### config.mk
export PLATFORM = sky130hd
export DESIGN_NAME = stack_frame_allocator_flat
export DESIGN_NICKNAME = d
export VERILOG_FILES = /design/src/hw/rtl/sfa_pkg.sv /design/src/hw/rtl/sfa_ifs.sv /design/src/hw/rtl/stack_frame_allocator.sv /design/src/flat_wrapper.sv
export VERILOG_INCLUDE_DIRS = /design/src /design/src/hw/rtl
export SDC_FILE = /design/constraint.sdc
export NUM_CORES = 2
export LEC_CHECK = 0
export BUFFER_PORTS_ARGS = -buffer_cell sky130_fd_sc_hd__buf_2
export CAP_MARGIN = 5
export CORE_ASPECT_RATIO = 0.6
export CORE_MARGIN = 1
export CORE_UTILIZATION = 40
export CTS_CLUSTER_SIZE = 8
export DETAILED_ROUTE_END_ITERATION = 10
export PLACE_DENSITY = 0.59
export SYNTH_ARGS = -nofsm -noshare
export SYNTH_HDL_FRONTEND = slang
export SYNTH_SLANG_ARGS = --single-unit
### constraint.sdc
create_clock -name clock -period 31.4 [get_ports clock]
set_clock_uncertainty 0.1 [all_clocks]
set_input_delay 4.71 -clock clock [delete_from_list [all_inputs] [get_ports clock]]
set_output_delay 4.71 -clock clock [all_outputs]
set_load 0.1 [all_outputs]
### src/hw/rtl/stack_frame_allocator_defines.svh
// assertion macros for the stack frame allocator
`ifndef STACK_FRAME_ALLOCATOR_DEFINES_SVH
`define STACK_FRAME_ALLOCATOR_DEFINES_SVH

`ifndef SYNTHESIS
`define SFA_ASSERT_IMP(label, clk, rst, ante, cons) \
   label: assert property (@(posedge clk) disable iff (rst) (ante) |-> (cons)) \
      else $error("sfa assertion failed");
`define SFA_ASSERT_NEXT(label, clk, rst, ante, cons) \
   label: assert property (@(posedge clk) disable iff (rst) (ante) |=> (cons)) \
      else $error("sfa assertion failed");
`else
`define SFA_ASSERT_IMP(label, clk, rst, ante, cons)
`define SFA_ASSERT_NEXT(label, clk, rst, ante, cons)
`endif

`endif

### src/hw/rtl/sfa_pkg.sv
package sfa_pkg;

   localparam int OFFSET_BITS = 21;
   localparam int ADDR_BITS   = 32;
   localparam int ALIGN_BITS  = 3;
   localparam int CSR_IDX_BITS = 2;

   typedef logic [1:0]             mode_type;
   typedef logic [1:0]             status_type;
   typedef logic [OFFSET_BITS-1:0] offset_type;
   typedef logic [ADDR_BITS-1:0]   addr_type;
   typedef logic [CSR_IDX_BITS-1:0] csr_idx_type;

   localparam mode_type MODE_PUSH   = 2'd0;
   localparam mode_type MODE_POP    = 2'd1;
   localparam mode_type MODE_CLEAR  = 2'd2;
   localparam mode_type MODE_REPORT = 2'd3;

   localparam status_type STATUS_OK     = 2'd0;
   localparam status_type STATUS_NO_MEM = 2'd1;
   localparam status_type STATUS_EMPTY  = 2'd2;
   localparam status_type STATUS_FULL   = 2'd3;

   localparam csr_idx_type CSR_CAPACITY = 2'd0;
   localparam csr_idx_type CSR_BASE     = 2'd1;

   localparam offset_type CAPACITY_RESET = 21'h100000;

endpackage

### src/hw/rtl/sfa_ifs.sv
interface sfa_req_if import sfa_pkg::*; ();
   logic                  valid;
   logic                  ready;
   mode_type              mode;
   offset_type            request_bytes;
   logic [ALIGN_BITS-1:0] align_log2;

   modport source(output valid, mode, request_bytes, align_log2, input ready);
   modport sink(input valid, mode, request_bytes, align_log2, output ready);
endinterface

interface sfa_rsp_if import sfa_pkg::*; ();
   logic       valid;
   logic       ready;
   status_type status;
   addr_type   block_address;
   offset_type frame_bytes;
   offset_type used_bytes;
   offset_type free_bytes;

   modport source(output valid, status, block_address, frame_bytes, used_bytes,
                  free_bytes, input ready);
   modport sink(input valid, status, block_address, frame_bytes, used_bytes,
                free_bytes, output ready);
endinterface

interface sfa_csr_if import sfa_pkg::*; ();
   logic        valid;
   logic        ready;
   csr_idx_type index;
   addr_type    data;

   modport source(output valid, index, data, input ready);
   modport sink(input valid, index, data, output ready);
endinterface

### src/hw/rtl/stack_frame_allocator.sv
// Stack (LIFO) allocator over one region of capacity_bytes starting at base_address.
// A push adds HEADER_BYTES to the request, rounds up to 1 << align_log2 and, if
// the frame fits and the frame store has room for MAX_FRAMES entries, returns
// base plus the old head. A pop releases the newest frame, whose size comes from
// a one-port synchronous frame-size memory. Every item yields one result with
// used and free bytes. The accept cycle registers an item and reads the top entry
// of the frame-size memory; the execute state then does the add, fit check and
// head update and loads the output register once that register is free. A new
// item is taken once the previous one has reached the output register, even while
// that result still waits to be taken. Registers written on the csr port take
// effect for the next item; write them only while no item is in flight.
`include "stack_frame_allocator_defines.svh"

module stack_frame_allocator import sfa_pkg::*; #(
   parameter int MAX_FRAMES   = 64,
   parameter int HEADER_BYTES = 4
) (
   input logic     clock,
   input logic     reset,
   sfa_req_if.sink   req_ch,
   sfa_rsp_if.source rsp_ch,
   sfa_csr_if.sink   csr_ch
);

   localparam int CNT_W  = $clog2(MAX_FRAMES + 1);
   localparam int IDX_W  = $clog2(MAX_FRAMES);
   localparam int SIZE_W = OFFSET_BITS + 1;
   localparam int FIT_W  = OFFSET_BITS + 2;
   localparam int MASK_W = 1 << ALIGN_BITS;

   localparam logic ST_IDLE = 1'b0;
   localparam logic ST_EXEC = 1'b1;

   logic                  state_ff, state_in;
   offset_type            capacity_ff;
   addr_type              base_ff;
   offset_type            head_ff, head_in;
   logic [CNT_W-1:0]      count_ff, count_in;
   mode_type              mode_ff;
   offset_type            req_bytes_ff;
   logic [ALIGN_BITS-1:0] align_ff;
   offset_type            rd_data_ff;
   offset_type            frame_mem [MAX_FRAMES];

   logic                  rsp_valid_ff;
   status_type            rsp_status_ff, rsp_status_in;
   addr_type              rsp_addr_ff, rsp_addr_in;
   offset_type            rsp_bytes_ff, rsp_bytes_in;
   offset_type            rsp_used_ff;
   offset_type            rsp_free_ff, rsp_free_in;

   logic                  accept;
   logic                  out_free;
   logic                  finish;
   logic                  mem_we;
   logic [CNT_W-1:0]      count_dec;
   logic [IDX_W-1:0]      rd_idx;
   logic [MASK_W-1:0]     align_mask;
   logic [SIZE_W-1:0]     size_sum;
   logic [SIZE_W-1:0]     push_size;
   logic [FIT_W-1:0]      fit_sum;
   logic                  push_fits;
   logic                  store_full;

   assign req_ch.ready = (state_ff == ST_IDLE);
   assign accept       = req_ch.valid && req_ch.ready;
   assign out_free     = !rsp_valid_ff || rsp_ch.ready;
   assign finish       = (state_ff == ST_EXEC) && out_free;
   assign csr_ch.ready = 1'b1;

   assign count_dec = count_ff - CNT_W'(1);
   assign rd_idx    = count_dec[IDX_W-1:0];

   // frame size and fit check
   assign align_mask = MASK_W'((MASK_W+1)'(1) << align_ff) - MASK_W'(1);
   assign size_sum   = SIZE_W'(req_bytes_ff) + SIZE_W'(HEADER_BYTES) + SIZE_W'(align_mask);
   assign push_size  = size_sum & ~SIZE_W'(align_mask);
   assign fit_sum    = FIT_W'(head_ff) + FIT_W'(push_size);
   assign push_fits  = !(fit_sum > FIT_W'(capacity_ff));
   assign store_full = (count_ff >= CNT_W'(MAX_FRAMES));

   always_comb begin
      head_in       = head_ff;
      count_in      = count_ff;
      mem_we        = 1'b0;
      rsp_status_in = STATUS_OK;
      rsp_addr_in   = '0;
      rsp_bytes_in  = '0;
      unique case (mode_ff)
         MODE_PUSH: begin
            if (!push_fits) begin
               rsp_status_in = STATUS_NO_MEM;
            end else if (store_full) begin
               rsp_status_in = STATUS_FULL;
            end else begin
               mem_we       = finish;
               rsp_addr_in  = base_ff + {{(ADDR_BITS-OFFSET_BITS){1'b0}}, head_ff};
               rsp_bytes_in = push_size[OFFSET_BITS-1:0];
               head_in      = fit_sum[OFFSET_BITS-1:0];
               count_in     = count_ff + CNT_W'(1);
            end
         end
         MODE_POP: begin
            if (count_ff == '0) begin
               rsp_status_in = STATUS_EMPTY;
            end else begin
               rsp_bytes_in = rd_data_ff;
               head_in      = (rd_data_ff > head_ff) ? '0 : head_ff - rd_data_ff;
               count_in     = count_dec;
            end
         end
         MODE_CLEAR: begin
            head_in  = '0;
            count_in = '0;
         end
         MODE_REPORT: begin
         end
         default: begin
         end
      endcase
      rsp_free_in = (capacity_ff > head_in) ? capacity_ff - head_in : '0;
   end

   always_comb begin
      state_in = state_ff;
      if (accept) begin
         state_in = ST_EXEC;
      end else if (finish) begin
         state_in = ST_IDLE;
      end
   end

   always_ff @(posedge clock) begin
      if (reset) begin
         state_ff     <= ST_IDLE;
         head_ff      <= '0;
         count_ff     <= '0;
         rsp_valid_ff <= 1'b0;
         capacity_ff  <= CAPACITY_RESET;
         base_ff      <= '0;
      end else begin
         state_ff <= state_in;
         if (finish) begin
            head_ff  <= head_in;
            count_ff <= count_in;
         end
         if (finish) begin
            rsp_valid_ff <= 1'b1;
         end else if (rsp_ch.ready) begin
            rsp_valid_ff <= 1'b0;
         end
         if (csr_ch.valid && csr_ch.ready) begin
            if (csr_ch.index == CSR_CAPACITY) begin
               capacity_ff <= csr_ch.data[OFFSET_BITS-1:0];
            end else if (csr_ch.index == CSR_BASE) begin
               base_ff <= csr_ch.data;
            end
         end
      end
   end

   // item and result payload
   always_ff @(posedge clock) begin
      if (accept) begin
         mode_ff      <= req_ch.mode;
         req_bytes_ff <= req_ch.request_bytes;
         align_ff     <= req_ch.align_log2;
      end
      if (finish) begin
         rsp_status_ff <= rsp_status_in;
         rsp_addr_ff   <= rsp_addr_in;
         rsp_bytes_ff  <= rsp_bytes_in;
         rsp_used_ff   <= head_in;
         rsp_free_ff   <= rsp_free_in;
      end
   end

   // frame size store, top entry read on accept
   always_ff @(posedge clock) begin
      if (mem_we) begin
         frame_mem[count_ff[IDX_W-1:0]] <= push_size[OFFSET_BITS-1:0];
      end
      if (accept) begin
         rd_data_ff <= frame_mem[rd_idx];
      end
   end

   assign rsp_ch.valid         = rsp_valid_ff;
   assign rsp_ch.status        = rsp_status_ff;
   assign rsp_ch.block_address = rsp_addr_ff;
   assign rsp_ch.frame_bytes   = rsp_bytes_ff;
   assign rsp_ch.used_bytes    = rsp_used_ff;
   assign rsp_ch.free_bytes    = rsp_free_ff;

   `SFA_ASSERT_IMP(a_count_bound, clock, reset, 1'b1, count_ff <= CNT_W'(MAX_FRAMES))
   `SFA_ASSERT_IMP(a_empty_head, clock, reset, count_ff == '0, head_ff == '0)
   `SFA_ASSERT_NEXT(a_push_count, clock, reset, finish && (mode_ff == MODE_PUSH) && (rsp_status_in == STATUS_OK), count_ff == $past(count_ff) + CNT_W'(1))
   `SFA_ASSERT_NEXT(a_accept_exec, clock, reset, accept, (state_ff == ST_EXEC) && $stable(count_ff))

endmodule
### src/flat_wrapper.sv
// flat-port wrapper written by rule: the top's interface ports become plain ports
module stack_frame_allocator_flat import sfa_pkg::*;
#(
   parameter int MAX_FRAMES   = 64,
   parameter int HEADER_BYTES = 4
)
  (clock, reset, req_ch_valid, req_ch_mode, req_ch_request_bytes, req_ch_align_log2, req_ch_ready, rsp_ch_valid, rsp_ch_status, rsp_ch_block_address, rsp_ch_frame_bytes, rsp_ch_used_bytes, rsp_ch_free_bytes, rsp_ch_ready, csr_ch_valid, csr_ch_index, csr_ch_data, csr_ch_ready);
  sfa_req_if req_ch_i ();
  sfa_rsp_if rsp_ch_i ();
  sfa_csr_if csr_ch_i ();
  input logic clock;
  input logic reset;
  input wire logic [$bits(req_ch_i.valid)-1:0] req_ch_valid;
  input wire logic [$bits(req_ch_i.mode)-1:0] req_ch_mode;
  input wire logic [$bits(req_ch_i.request_bytes)-1:0] req_ch_request_bytes;
  input wire logic [$bits(req_ch_i.align_log2)-1:0] req_ch_align_log2;
  output wire logic [$bits(req_ch_i.ready)-1:0] req_ch_ready;
  output wire logic [$bits(rsp_ch_i.valid)-1:0] rsp_ch_valid;
  output wire logic [$bits(rsp_ch_i.status)-1:0] rsp_ch_status;
  output wire logic [$bits(rsp_ch_i.block_address)-1:0] rsp_ch_block_address;
  output wire logic [$bits(rsp_ch_i.frame_bytes)-1:0] rsp_ch_frame_bytes;
  output wire logic [$bits(rsp_ch_i.used_bytes)-1:0] rsp_ch_used_bytes;
  output wire logic [$bits(rsp_ch_i.free_bytes)-1:0] rsp_ch_free_bytes;
  input wire logic [$bits(rsp_ch_i.ready)-1:0] rsp_ch_ready;
  input wire logic [$bits(csr_ch_i.valid)-1:0] csr_ch_valid;
  input wire logic [$bits(csr_ch_i.index)-1:0] csr_ch_index;
  input wire logic [$bits(csr_ch_i.data)-1:0] csr_ch_data;
  output wire logic [$bits(csr_ch_i.ready)-1:0] csr_ch_ready;
  assign req_ch_i.valid = req_ch_valid;
  assign req_ch_i.mode = req_ch_mode;
  assign req_ch_i.request_bytes = req_ch_request_bytes;
  assign req_ch_i.align_log2 = req_ch_align_log2;
  assign req_ch_ready = req_ch_i.ready;
  assign rsp_ch_valid = rsp_ch_i.valid;
  assign rsp_ch_status = rsp_ch_i.status;
  assign rsp_ch_block_address = rsp_ch_i.block_address;
  assign rsp_ch_frame_bytes = rsp_ch_i.frame_bytes;
  assign rsp_ch_used_bytes = rsp_ch_i.used_bytes;
  assign rsp_ch_free_bytes = rsp_ch_i.free_bytes;
  assign rsp_ch_i.ready = rsp_ch_ready;
  assign csr_ch_i.valid = csr_ch_valid;
  assign csr_ch_i.index = csr_ch_index;
  assign csr_ch_i.data = csr_ch_data;
  assign csr_ch_ready = csr_ch_i.ready;
  stack_frame_allocator #(.MAX_FRAMES(MAX_FRAMES), .HEADER_BYTES(HEADER_BYTES)) u_core (.clock(clock), .reset(reset), .req_ch(req_ch_i), .rsp_ch(rsp_ch_i), .csr_ch(csr_ch_i));
endmodule
==> impl_metrics.json <==
{
  "outcome": "completed",
  "cp-end-kind": "register",
  "r2r_start": "u_core.align_ff[2]",
  "dpl.hpwl_mm": 114,
  "drc": 0,
  "area_growth_pct": 15.6,
  "max_freq_mhz": 81.5,
  "dieArea_um2": 165000,
  "slew-limit-headroom": 0.116,
  "wl_met3_mm": 22.8,
  "cts.sinks": 1571,
  "synth_xor_area_frac": 0.0118,
  "postCtsHoldBufs": 0,
  "critPathArrivalTime_ns": 12.79,
  "cp_max_fo": 66,
  "synth_top_family_by_area": "multiplexers",
  "first_pass_iters": 6,
  "port_buffers": 163,
  "grt_use_total": 0.223,
  "wl_per_cell_um": 30.4,
  "fin_crit_sh": 0.391,
  "drive_above_1_share": 0.279,
  "yosysSeqAreaShare": 0.708,
  "fin_ws_ns": 19.13,
  "synthMuxAreaShare": 0.153,
  "slowest_delay_ns": 0.62,
  "top_layer": "met5",
  "synth_compound_area_frac": 0.0459,
  "crit_start": "u_core.align_ff[2]",
  "synth_edf_count": 1488,
  "setup.worst_path.class": "reg -> reg",
  "cts_tree": "yes",
  "crit_path_start_kind": "register",
  "synthAdderAreaFrac": 0.0256,
  "preCtsSetupSlack_ns": 19.60,
  "synth_cell_types": 82,
  "start_util": 0.404,
  "synth_seq_cells": 1571,
  "antenna_found_initial": 12,
  "rsz0062_at_grt": "false",
  "die_width_um": 524,
  "drtIter0Drc": 5061,
  "powerDensity_nw_per_um2": 69.7,
  "postSynthCellCount": 3521,
  "cp.depth": 40,
  "post-cts-setup-buffer-count": 0,
  "hold_violations": 0,
  "path_delay_family": "compound AO/OA/AOI/OAI gates",
  "cp.required_ns": 31.92,
  "peakVddDrop_uv": 42.9,
  "met1_length_mm": 86.0,
  "finalNetCount": 4076,
  "drv_cap": 0,
  "worst_pin_slew_ns": 1.32,
  "worstHoldStart": "u_core.base_ff[13]",
  "endpoint": "u_core.rsp_ch.free_bytes[2]",
  "cp_slowest_cell": "a211oi_1",
  "cp_num_buf_inv": 4,
  "fin_tns_setup_ns": 0,
  "overflow": 0,
  "cts-htree-levels": 4,
  "postRouteAntennaNets": 0,
  "cts_buffers": 222,
  "total_power_mw": 5.27,
  "grt_pass1_vias": 35100,
  "post-route-util": 0.467,
  "core_um2": 162000,
  "synthArstFlopShare": 0,
  "reg2reg_to": "u_core.rsp_ch.free_bytes[2]",
  "ctsResizeCount": 0,
  "clk_pin_slew_worst_paths_ns": 0.06,
  "ys_warn_count": 0,
  "place.gp.congestion": 0.940,
  "clock_tree.root_cell": "clkbuf_16",
  "slew_viol_final": 0,
  "yosys.area_share.simple": 0.0402,
  "vias": 36200,
  "cts_buffer_depth": 4,
  "wl_mm": 185,
  "die_h_um": 315,
  "synth_area_per_cell_um2": 18.6,
  "rows": 114,
  "dr_wl_met2_mm": 73.9,
  "fin_crit_ns": 12.27,
  "leakage_nw": 24.6,
  "synth.net_count": 3717,
  "synth_area_um2": 65400,
  "vias_per_cell": 5.96,
  "reg2reg_slack_ns": 19.13,
  "setup_viol": 0,
  "stdcell_area_um2": 75600,
  "hp-class": "reg -> reg",
  "ios": 165,
  "dpl-instance-area_um2": 69700,
  "grt_max_degree": 67,
  "clk_latency_ns": 0.82,
  "dominantRegCellSynth": "edfxtp_1",
  "grt_pass1_wl_mm": 262,
  "r2r_cells": 40
}
[report_power, final]
group	leakage [nW]	switching (mW)	internal, mW
registers	14.2	0.0193	2.38
clock network	2.85	0.838	1.26
logic	7.52	0.524	0.245
[stage by stage]
| stage | cells | hold WS (ns) |
|---|---|---|
| after detailed placement | 5802 | 0.353 |
| after floorplan | 3521 | 0.340 |
| after CTS | 6080 | 0.360 |
| after global placement | 5801 | 0.346 |
| final | 6082 | 0.359 |
| after global routing | 6080 | 0.380 |
[area by class of cell]
| type | count | area (um2) |
|---|---|---|
| well taps | 2146 | 2690 |
| multi-input cells | 1690 | 18500 |
| clock inverters | 5 | 76.3 |
| repair buffers | 295 | 1830 |
| flip-flops and latches | 1571 | 46300 |
| inverters | 100 | 378 |
| clock buffers | 273 | 5790 |
| fillers | 13500 | 86100 |
| diodes | 2 | 5.00 |
[state kept, by name (all words and copies together) (netlist names), 2 cells and up]
register and cells:
u_core.req_bytes_ff 21, u_core.capacity_ff 21, u_core.frame_mem 1344, u_core.align_ff 3, u_core.mode_ff 2, u_core.rsp_ch.free_bytes 21
u_core.rsp_ch.status 2, u_core.count_ff 7, u_core.head_ff 21, u_core.rsp_ch.frame_bytes 21, u_core.rd_data_ff 21, u_core.rsp_ch.block_address 32
u_core.rsp_ch.used_bytes 21, u_core.base_ff 32
[cells in the mapped netlist (all sizes together), types with 7 or more instances]
cell type | n | share of area
edfxtp | 1488 | 0.68
mux4 | 441 | 0.15
nor2 | 196 | 0.011
nand2 | 182 | 0.010
a21oi | 142 | 0.011
ha | 126 | 0.024
clkbuf | 108 | 0.0062
inv | 99 | 0.0057
dfxtp | 83 | 0.025
o21ai | 63 | 0.0049
xnor2 | 58 | 0.0078
buf | 52 | 0.0034
nor3 | 42 | 0.0032
a21o | 40 | 0.0046
nand3 | 35 | 0.0027
xor2 | 30 | 0.0040
o21a | 25 | 0.0029
a22o | 24 | 0.0032
a211oi | 18 | 0.0022
nand4 | 16 | 0.0015
a31oi | 15 | 0.0014
nor2b | 15 | 0.0014
and3 | 13 | 0.0012
or3 | 13 | 0.0012
a221oi | 12 | 0.0016
nor3b | 12 | 0.0014
a31o | 11 | 0.0015
and2 | 11 | 0.0011
nand2b | 11 | 0.0011
o211ai | 11 | 0.0014
o21bai | 10 | 0.0011
a22oi | 9 | 0.0010
o31ai | 9 | 0.0010
a2111oi | 8 | 0.0012
a21boi | 7 | 0.00086
a41oi | 7 | 0.0011
[metal layers]
metal  GRT usage  vias up
met5           0        -
met4      0.0351       10
met3      0.0782      190
met2       0.289     1798
met1       0.358    19200
li1            -    15000
[layout by cell type (no fill, tap or decap), types with 12 or more instances in the layout]
cell	n
o21ai_0	58
buf_4	130
inv_1	98
xnor2_1	44
nand3_1	35
nor2_1	130
mux4_2	441
and3_1	13
a21o_1	40
a22o_1	24
dfxtp_1	82
a211oi_1	16
nand4_1	16
a21oi_1	140
xnor2_2	14
xor2_1	27
clkbuf_1	49
ha_1	125
nor3_1	41
nand2_1	182
edfxtp_1	1488
clkbuf_16	224
or3_1	13
nor2_2	62
o21a_1	25
buf_2	163
nor2b_1	13
a221oi_1	12
a31oi_1	14
[worst min-delay path, cell delays in order, from the launching register on]
cell and delay (ns):
dfxtp_1 0.31, nand2_1 0.05, a21oi_1 0.05
[kinds of logic (layout without fill, tap and decap cells)]
group                    after synthesis  after routing
other                                  2              4
AO/OA/AOI/OAI                        446            446
flip-flops                          1571           1571
buffers and inverters                260            673
multiplexers                         446            446
XOR/XNOR                              88             88
adder cells (fa/ha/maj)              131            131
AND/OR/NAND/NOR                      577            577
[worst min path at each step]
stage                               endpoint  slack, ns  cells past startpoint
after CTS                 u_core.base_ff[16]       0.36                      2
final                     u_core.base_ff[13]       0.36                      2
after detailed placement  u_core.base_ff[16]       0.35                      2
after floorplan            u_core.base_ff[0]       0.34                      2
after global placement    u_core.base_ff[14]       0.35                      2
after global routing      u_core.base_ff[11]       0.38                      2
No activity file was read; power rests on OpenSTA's default activity.
